[config.mk]
export PLATFORM = sky130hd
export DESIGN_NAME = hex_lattice_periodic_neighbors
export DESIGN_NICKNAME = d
export VERILOG_FILES = /design/src/rtl/hlpn_pkg.sv /design/src/rtl/hlpn_front.sv /design/src/rtl/hlpn_queue.sv /design/src/rtl/hlpn_back.sv /design/src/rtl/hex_lattice_periodic_neighbors.sv
export SDC_FILE = /design/constraint.sdc
export NUM_CORES = 1
export LEC_CHECK = 0
export ABC_AREA = 1
export BUFFER_PORTS_ARGS = -buffer_cell sky130_fd_sc_hd__buf_2
export CAP_MARGIN = 20
export CORE_UTILIZATION = 50
export CTS_BUF_LIST = sky130_fd_sc_hd__clkbuf_2
export CTS_CLUSTER_DIAMETER = 60
export DETAILED_ROUTE_END_ITERATION = 12
export PLACE_DENSITY = 0.79
export SETUP_SLACK_MARGIN = 0.15
export SLEW_MARGIN = 5
export SYNTH_ARGS = -nofsm -noshare
export SYNTH_HDL_FRONTEND = slang
export SYNTH_SLANG_ARGS = --single-unit
[constraint.sdc]
create_clock -name clk -period 5.48 [get_ports clk]
set_clock_uncertainty 0.2 [all_clocks]
set_input_delay 1.096 -clock clk [delete_from_list [all_inputs] [get_ports clk]]
set_output_delay 1.096 -clock clk [all_outputs]
set_load 0.05 [all_outputs]
[src/rtl/hlpn_pkg.sv]
// ----------------------------------------------------------------------------
// hlpn_pkg
// shared types, constants and offset tables for the hex lattice neighbor block
// ----------------------------------------------------------------------------
`default_nettype none

package hlpn_pkg;

  localparam int CFG_W   = 10;  // width of the extent registers
  localparam int SITE_W  = 18;  // site and neighbor index width
  localparam int SLOT_W  = 4;
  localparam int ADDR_W  = 4;
  localparam int DATA_W  = 32;
  localparam int N_SHELL1 = 6;
  localparam int N_SHELL2 = 12;

  // divider: quotient bits retired per cycle
  localparam int DIV_BITS = 3;
  localparam int DIV_CYC  = SITE_W / DIV_BITS;
  localparam int CNT_W    = $clog2(DIV_CYC + 1);

  typedef enum logic [1:0] {
    REG_ROWS  = 2'd0,
    REG_COLS  = 2'd1,
    REG_SHELL = 2'd2
  } reg_idx_t;

  // clamped configuration seen by the datapath
  typedef struct packed {
    logic [CFG_W-1:0] rows;
    logic [CFG_W-1:0] cols;
    logic             shell;
  } cfg_t;

  // classified site, queued between front and back
  typedef struct packed {
    logic             err;
    logic [CFG_W-1:0] row;
    logic [CFG_W-1:0] col;
  } entry_t;

  function automatic logic signed [2:0] off_row(input logic shell, input logic [SLOT_W-1:0] k);
    logic signed [2:0] d;
    d = 3'sd0;
    if (!shell) begin
      case (k)
        4'd1, 4'd2: d = -3'sd1;
        4'd4, 4'd5: d = 3'sd1;
        default:    d = 3'sd0;
      endcase
    end else begin
      case (k)
        4'd1, 4'd5:       d = -3'sd1;
        4'd2, 4'd3, 4'd4: d = -3'sd2;
        4'd7, 4'd11:      d = 3'sd1;
        4'd8, 4'd9, 4'd10: d = 3'sd2;
        default:          d = 3'sd0;
      endcase
    end
    return d;
  endfunction

  function automatic logic signed [2:0] off_col(input logic shell, input logic [SLOT_W-1:0] k);
    logic signed [2:0] d;
    d = 3'sd0;
    if (!shell) begin
      case (k)
        4'd0, 4'd5: d = -3'sd1;
        4'd2, 4'd3: d = 3'sd1;
        default:    d = 3'sd0;
      endcase
    end else begin
      case (k)
        4'd0, 4'd10, 4'd11: d = -3'sd2;
        4'd1, 4'd9:         d = -3'sd1;
        4'd3, 4'd7:         d = 3'sd1;
        4'd4, 4'd5, 4'd6:   d = 3'sd2;
        default:            d = 3'sd0;
      endcase
    end
    return d;
  endfunction

  // (pos + d) mod ext for pos < ext, d in -2..2, ext >= 1
  function automatic logic [CFG_W-1:0] wrap(input logic [CFG_W-1:0] pos,
                                            input logic signed [2:0] d,
                                            input logic [CFG_W-1:0] ext);
    logic signed [CFG_W+1:0] s;
    logic signed [CFG_W+1:0] e;
    logic [CFG_W-1:0] r;
    s = $signed({2'b00, pos}) + (CFG_W+2)'(d);
    e = $signed({2'b00, ext});
    if (ext == CFG_W'(1)) begin
      r = '0;
    end else if (s < 0) begin
      r = CFG_W'(s + e);
    end else if (s >= e) begin
      r = CFG_W'(s - e);
    end else begin
      r = CFG_W'(s);
    end
    return r;
  endfunction

endpackage

`default_nettype wire

[src/rtl/hlpn_front.sv]
// ----------------------------------------------------------------------------
// hlpn_front
// accepts a site, splits it into row and column, classifies it as valid or error
// ----------------------------------------------------------------------------
`default_nettype none

module hlpn_front
  import hlpn_pkg::*;
(
  input  wire logic              clk,
  input  wire logic              rst,
  input  wire logic              in_valid,
  output logic                   in_ready,
  input  wire logic [SITE_W-1:0] site,
  input  wire cfg_t              cfg,
  output logic                   push_valid,
  input  wire logic              push_ready,
  output entry_t                 push_entry
);

  logic              busy;
  logic [CNT_W-1:0]  cnt;
  logic [CFG_W-1:0]  rem;
  logic [SITE_W-1:0] dq;      // dividend shifts out, quotient shifts in
  logic [CFG_W-1:0]  rem_next;
  logic [SITE_W-1:0] dq_next;
  logic [CFG_W:0]    trial;
  logic              done;

  // three restoring steps per cycle
  always_comb begin
    rem_next = rem;
    dq_next  = dq;
    trial    = '0;
    for (int i = 0; i < DIV_BITS; i++) begin
      trial   = {rem_next, dq_next[SITE_W-1]};
      dq_next = {dq_next[SITE_W-2:0], 1'b0};
      if (trial >= {1'b0, cfg.cols}) begin
        trial      = trial - {1'b0, cfg.cols};
        dq_next[0] = 1'b1;
      end
      rem_next = trial[CFG_W-1:0];
    end
  end

  assign done       = busy && (cnt == CNT_W'(DIV_CYC));
  assign in_ready   = !busy;
  assign push_valid = done;

  // quotient at or past rows means site is at or past rows * cols
  assign push_entry.err = (cfg.rows == '0) || (cfg.cols == '0) ||
                          (dq >= SITE_W'(cfg.rows));
  assign push_entry.row = dq[CFG_W-1:0];
  assign push_entry.col = rem;

  always_ff @(posedge clk) begin
    if (rst) begin
      busy <= 1'b0;
      cnt  <= '0;
    end else if (in_valid && in_ready) begin
      busy <= 1'b1;
      cnt  <= '0;
    end else if (done) begin
      if (push_ready) begin
        busy <= 1'b0;
      end
    end else if (busy) begin
      cnt <= cnt + CNT_W'(1);
    end
  end

  always_ff @(posedge clk) begin
    if (in_valid && in_ready) begin
      dq  <= site;
      rem <= '0;
    end else if (busy && !done) begin
      dq  <= dq_next;
      rem <= rem_next;
    end
  end

  a_cnt_bound: assert property (@(posedge clk) disable iff (rst)
    busy |-> (cnt <= CNT_W'(DIV_CYC)))
    else $error("divider step count overran");

endmodule

`default_nettype wire

[src/rtl/hlpn_queue.sv]
// ----------------------------------------------------------------------------
// hlpn_queue
// two-entry queue of classified sites between front and back
// ----------------------------------------------------------------------------
`default_nettype none

module hlpn_queue
  import hlpn_pkg::*;
(
  input  wire logic   clk,
  input  wire logic   rst,
  input  wire logic   push,
  input  wire entry_t push_entry,
  output logic        not_full,
  input  wire logic   pop,
  output logic        not_empty,
  output entry_t      head
);

  entry_t     store [2];
  logic       wr_ptr;
  logic       rd_ptr;
  logic [1:0] count;
  logic       do_push;
  logic       do_pop;

  assign not_full  = (count != 2'd2);
  assign not_empty = (count != 2'd0);
  assign head      = store[rd_ptr];
  assign do_push   = push && not_full;
  assign do_pop    = pop && not_empty;

  always_ff @(posedge clk) begin
    if (rst) begin
      wr_ptr <= 1'b0;
      rd_ptr <= 1'b0;
      count  <= 2'd0;
    end else begin
      if (do_push) begin
        wr_ptr <= !wr_ptr;
      end
      if (do_pop) begin
        rd_ptr <= !rd_ptr;
      end
      count <= count + 2'(do_push) - 2'(do_pop);
    end
  end

  always_ff @(posedge clk) begin
    if (do_push) begin
      store[wr_ptr] <= push_entry;
    end
  end

  a_count_bound: assert property (@(posedge clk) disable iff (rst)
    count <= 2'd2)
    else $error("queue count out of range");

  a_ptr_match: assert property (@(posedge clk) disable iff (rst)
    (count == 2'd0 || count == 2'd2) |-> (wr_ptr == rd_ptr))
    else $error("queue pointers disagree with count");

endmodule

`default_nettype wire

[src/rtl/hlpn_back.sv]
// ----------------------------------------------------------------------------
// hlpn_back
// walks each queued site's neighbor slots, one result per cycle unless stalled
// ----------------------------------------------------------------------------
`default_nettype none

module hlpn_back
  import hlpn_pkg::*;
(
  input  wire logic   clk,
  input  wire logic   rst,
  input  wire cfg_t   cfg,
  input  wire logic   q_valid,
  input  wire entry_t q_head,
  output logic        q_pop,
  output logic              out_valid,
  input  wire logic         out_ready,
  output logic [SITE_W-1:0] neighbor,
  output logic [SLOT_W-1:0] slot,
  output logic              last,
  output logic              site_error
);

  localparam int SUM_W = 2 * CFG_W + 1;

  logic [SLOT_W-1:0] k;
  logic              en;
  logic              k_last;
  logic              issue;

  // stage a: wrapped coordinates
  logic              a_valid;
  logic [CFG_W-1:0]  a_nx;
  logic [CFG_W-1:0]  a_ny;
  logic [SLOT_W-1:0] a_slot;
  logic              a_last;
  logic              a_err;

  logic [SUM_W-1:0]  lin;

  assign en     = !out_valid || out_ready;
  assign k_last = q_head.err ||
                  (cfg.shell ? (k == SLOT_W'(N_SHELL2 - 1)) : (k == SLOT_W'(N_SHELL1 - 1)));
  assign issue  = en && q_valid;
  assign q_pop  = issue && k_last;

  assign lin = SUM_W'(a_nx) * SUM_W'(cfg.cols) + SUM_W'(a_ny);

  always_ff @(posedge clk) begin
    if (rst) begin
      k         <= '0;
      a_valid   <= 1'b0;
      out_valid <= 1'b0;
    end else if (en) begin
      a_valid   <= q_valid;
      out_valid <= a_valid;
      if (issue) begin
        k <= k_last ? '0 : k + SLOT_W'(1);
      end
    end
  end

  always_ff @(posedge clk) begin
    if (en) begin
      if (q_head.err) begin
        a_nx <= '0;
        a_ny <= '0;
      end else begin
        a_nx <= wrap(q_head.row, off_row(cfg.shell, k), cfg.rows);
        a_ny <= wrap(q_head.col, off_col(cfg.shell, k), cfg.cols);
      end
      a_slot <= k;
      a_last <= k_last;
      a_err  <= q_head.err;

      neighbor   <= a_err ? '0 : SITE_W'(lin);
      slot       <= a_slot;
      last       <= a_last;
      site_error <= a_err;
    end
  end

  a_err_single: assert property (@(posedge clk) disable iff (rst)
    (out_valid && site_error) |-> (last && slot == '0))
    else $error("error result not a single slot zero transaction");

  a_slot_range: assert property (@(posedge clk) disable iff (rst)
    out_valid |-> (slot <= SLOT_W'(N_SHELL2 - 1)))
    else $error("slot out of range");

endmodule

`default_nettype wire

[src/rtl/hex_lattice_periodic_neighbors.sv]
// ----------------------------------------------------------------------------
// hex_lattice_periodic_neighbors
// neighbor index generator for a periodic hexagonal lattice
// ----------------------------------------------------------------------------
// Each input transaction carries a linear site index (row * cols + column).
// The block splits it by an iterative divider (three quotient bits a cycle)
// and then emits 6 first-shell or 12 second-shell neighbor indices, selected
// by the shell register, one output transaction per cycle while m_tready is
// high, each with its slot number and tlast on the final one. Coordinates
// wrap modulo rows and cols; rows and cols above MAX_SIDE are saturated to it.
// A site at or past rows * cols, or any site while rows or cols is zero,
// gives a single transaction with neighbor 0, slot 0, tlast and tuser set.
// The front takes no new site until the divider has finished the last one
// and pushed it into the two-entry queue; the back emits one result a cycle
// while m_tready is high. A site's first result passes the divider, the
// queue, stage a and the output register before it is presented.
// Registers (APB, byte address): 0x0 rows, 0x4 cols, 0x8 shell; change them
// only while no transaction is in flight.
// ----------------------------------------------------------------------------
`default_nettype none

module hex_lattice_periodic_neighbors
  import hlpn_pkg::*;
#(
  parameter int MAX_SIDE = 512
) (
  input  wire logic              clk,
  input  wire logic              rst,
  // apb configuration port
  input  wire logic              psel,
  input  wire logic              penable,
  input  wire logic              pwrite,
  input  wire logic [ADDR_W-1:0] paddr,
  input  wire logic [DATA_W-1:0] pwdata,
  output logic      [DATA_W-1:0] prdata,
  output logic                   pready,
  // site stream in
  input  wire logic              s_tvalid,
  output logic                   s_tready,
  input  wire logic [23:0]       s_tdata,   // [17:0] site, [23:18] zero
  // neighbor stream out
  output logic                   m_tvalid,
  input  wire logic              m_tready,
  output logic      [23:0]       m_tdata,   // [17:0] neighbor, [21:18] slot, [23:22] zero
  output logic                   m_tlast,
  output logic                   m_tuser    // [0] site_error
);

  // raw registers
  logic [CFG_W-1:0] rows;
  logic [CFG_W-1:0] cols;
  logic             shell;

  cfg_t   cfg;
  logic   wr_en;
  logic   push_valid;
  logic   push_ready;
  entry_t push_entry;
  logic   q_valid;
  logic   q_pop;
  entry_t q_head;

  logic [SITE_W-1:0] neighbor;
  logic [SLOT_W-1:0] slot;
  logic              last;
  logic              site_error;

  assign pready = 1'b1;
  assign wr_en  = psel && penable && pwrite && pready;

  always_ff @(posedge clk) begin
    if (rst) begin
      rows  <= CFG_W'(N_SHELL1);
      cols  <= CFG_W'(N_SHELL1);
      shell <= 1'b0;
    end else if (wr_en) begin
      case (reg_idx_t'(paddr[3:2]))
        REG_ROWS:  rows  <= pwdata[CFG_W-1:0];
        REG_COLS:  cols  <= pwdata[CFG_W-1:0];
        REG_SHELL: shell <= pwdata[0];
        default: ;  // unused address, write dropped
      endcase
    end
  end

  always_comb begin
    case (reg_idx_t'(paddr[3:2]))
      REG_ROWS:  prdata = DATA_W'(rows);
      REG_COLS:  prdata = DATA_W'(cols);
      REG_SHELL: prdata = DATA_W'(shell);
      default:   prdata = '0;
    endcase
  end

  // saturate extents to the largest supported side
  assign cfg.rows  = (32'(rows) > MAX_SIDE) ? CFG_W'(MAX_SIDE) : rows;
  assign cfg.cols  = (32'(cols) > MAX_SIDE) ? CFG_W'(MAX_SIDE) : cols;
  assign cfg.shell = shell;

  // front: divide and classify
  hlpn_front u_front (
    .clk        (clk),
    .rst        (rst),
    .in_valid   (s_tvalid),
    .in_ready   (s_tready),
    .site       (s_tdata[SITE_W-1:0]),
    .cfg        (cfg),
    .push_valid (push_valid),
    .push_ready (push_ready),
    .push_entry (push_entry)
  );

  // decoupling queue
  hlpn_queue u_queue (
    .clk        (clk),
    .rst        (rst),
    .push       (push_valid),
    .push_entry (push_entry),
    .not_full   (push_ready),
    .pop        (q_pop),
    .not_empty  (q_valid),
    .head       (q_head)
  );

  // back: slot sequencer and index arithmetic
  hlpn_back u_back (
    .clk        (clk),
    .rst        (rst),
    .cfg        (cfg),
    .q_valid    (q_valid),
    .q_head     (q_head),
    .q_pop      (q_pop),
    .out_valid  (m_tvalid),
    .out_ready  (m_tready),
    .neighbor   (neighbor),
    .slot       (slot),
    .last       (last),
    .site_error (site_error)
  );

  assign m_tdata = {2'b00, slot, neighbor};
  assign m_tlast = last;
  assign m_tuser = site_error;

  a_err_last: assert property (@(posedge clk) disable iff (rst)
    (m_tvalid && m_tuser) |-> m_tlast)
    else $error("error transaction without tlast");

endmodule

`default_nettype wire

==> results.cfg <==
[global_route]
grtUsageTotal_pct = 27.86
overflow = 0
grt_pass1_wl_um = 68970
grt_pass1_vias = 13820
grt_antenna_before_repair = 1
grt_max_degree = 52

[pwr]
seqPwrFrac_pct = 12.9
power_switching_mw = 6.303
p_per_area_nw_per_um2 = 704.8
p_sw_share_pct = 47.34
pwr-share-comb_pct = 82.0
internal-power_mw = 7.011
leakagePower_nw = 9.397
clkPwrFrac_pct = 5.1
power_mw = 13.31
ir_drop_mv = 1.976

[worst_setup_path]
cp_slowest_cell = fa_1
cpPeakStageDelay_ns = 0.61
setup.worst_path.start_class = register
crit_type = reg -> reg
end_kind = register
critPathMaxFanout = 4
critical_path_required_ns = 5.88
worstPathArrival_ns = 6.38
rrSetupSlack_ns = -0.50
path_common_cell = fa_1

[final_layout]
regArea_um2 = 4348
layout-drive-gt1-share_pct = 25.43
layout_common_cells = nand2_1 (387), inv_1 (302), buf_4 (181), nor2_1 (138), ha_1 (130)
instances_no_fill = 2618
fillers = 2471
multi_input_area_um2 = 10420
final_nets = 2517
fin_util_pct = 62.90
syn_to_final_growth_pct = 22.46
final_common_cell = nand2_1
final_cell_area_um2 = 18890

[place]
dpl.hpwl_um = 33740
dp_cells = 2540
globalplace.congestion = 0.9265
pre_cts_slack_ns = -0.5328
placedInstanceArea_um2 = 17700
numPortBuffers = 72

[timing]
hold_slack_ns = 0.2530
finalMaxSlewViolations = 0
finalSetupTns_ns = -6.001
setup_ws_ns = -0.5015
relSlewSlack_pct = 29.98
worst_slew_pin_slew_ns = 1.046
hold_viol_final = 0
rsz0062_at_grt = true
max_freq_mhz = 167.2
layout_min_cycle_time_ns = 5.982
finalSetupViolCount = 19
min_period_over_period_pct = 109.2

[synthesis]
seq_area_frac_synth_pct = 28.16
netlist_area_um2 = 15430
synth_edf_count = 110
ys_ff_latch = 162
synth_cells = 1948
synth.avg_cell_area_um2 = 7.920
async_flop_share_pct = 0
synth_ff_type = edfxtp_1
yosys_warnings = 0
synth.distinct_cells = 62

[route]
routed_wl_um = 44190
postRouteAntennaNets = 0
dr.pass1.iters = 8
routedWlPerCell_um = 16.88
routed_via_density = 5.408
vias = 14160
drt_iter0_markers = 1172
drc = 0

[floorplan]
die_w_um = 177.7
row_count = 63
coreArea_um2 = 30030
start_util_pct = 51.37
ios = 128
die-area_um2 = 31560
die_h_um = 177.7

[cts]
root_buffer = clkbuf_2
numCtsBuffers = 17
cts_sinks = 162
clockBufferDepth = 2
clk_latency_ns = 0.77
path_clk_slew_ns = 0.31
cts_tree = yes
htreeDepth = 4

[hold_path]
hp-class = reg -> reg

[outcome]
status = finished, violations left
violations = negative setup slack

[run]
cap_violations = 0
## critical path, delay by kind of cell, from the launching register on
| kind | cells | cell delay [ns] |
|---|---|---|
| fa+ha+maj | 6 | 2.89 |
| flops | 1 | 0.40 |
| buf+inv | 7 | 0.57 |
| simple gates | 11 | 1.18 |
| compound gates | 4 | 0.59 |
## routing by layer
layer  up-vias  track usage, %  wire (um)
li1       6828               -          -
met1      6655           36.20      18540
met2       575           48.21      21350
met3        99           3.642       2895
met4         0           8.048       1399
met5         -               0          0
## state kept, by name (all words and copies together) (netlist names), 2 cells and up, named ones only
name and flops:
u_front.cnt 3, u_back.slot 4, cols 10, u_back.a_slot 4
u_back.neighbor 18, u_back.a_ny 10, u_queue.count 2, u_queue.store 42
u_front.rem 10, u_back.a_nx 10, u_back.k 4, u_front.dq 18
rows 10
## cells in the mapped netlist, types with 20 or more instances
master | number | area [um2]
nand2_1 | 415 | 1558
nand4_1 | 21 | 131.4
dfxtp_1 | 52 | 1041
o21ai_0 | 71 | 355.3
edfxtp_1 | 110 | 3303
a21oi_1 | 116 | 580.6
nand3_1 | 99 | 495.5
ha_1 | 157 | 1964
xnor2_1 | 20 | 175.2
inv_1 | 324 | 1216
buf_4 | 28 | 210.2
fa_1 | 80 | 1602
xor2_1 | 51 | 446.7
nor2_1 | 153 | 574.3
## power groups by stage
| stage | sequential, mW | clock [mW] | combinational, mW |
|---|---|---|---|
| after global routing | 1.73 | 0.747 | 11.8 |
| after global placement | 1.72 | 0 | 8.59 |
| after CTS | 1.70 | 0.693 | 9.28 |
| after detailed placement | 1.73 | 0 | 8.84 |
| final | 1.71 | 0.683 | 10.9 |
| after floorplan | 1.84 | 0 | 5.40 |
## kinds of logic (layout without fill, tap and decap cells)
family | Yosys count | in the layout | synth area share, %
simple gates | 766 | 768 | 21.81
buf+inv | 407 | 660 | 10.76
compound gates | 287 | 287 | 10.91
fa+ha+maj | 237 | 237 | 23.11
flops | 162 | 162 | 28.16
xor+xnor | 71 | 71 | 4.031
mux | 16 | 16 | 1.168
other cells | 2 | 27 | 0.04868
## layout make-up
type,count,area share (%)
diodes,2,0.02649
clock buffers,17,0.4504
clock inverters,15,0.8014
inverters,348,7.034
multi-input cells,1404,55.17
flip-flops and latches,162,23.01
well taps,390,2.583
repair buffers,280,10.92
## final timing paths
kind                    start                  end  cells after the start
max                   cols[3]  u_back.neighbor[17]                     28
min          u_back.a_slot[1]       u_back.slot[1]                      0
max reg2reg           cols[3]  u_back.neighbor[17]                     28
min reg2reg  u_back.a_slot[1]       u_back.slot[1]                      0
## repair_timing
action,CTS,global route
endpoints found under the hold margin,0,0
setup endpoints to repair,23,43
gates cloned,2,1
pin swaps,40,56
hold buffers,0,0
setup buffers,26,15
gates resized for setup,41,114
Note: power is estimated with default switching activity, not from simulation.
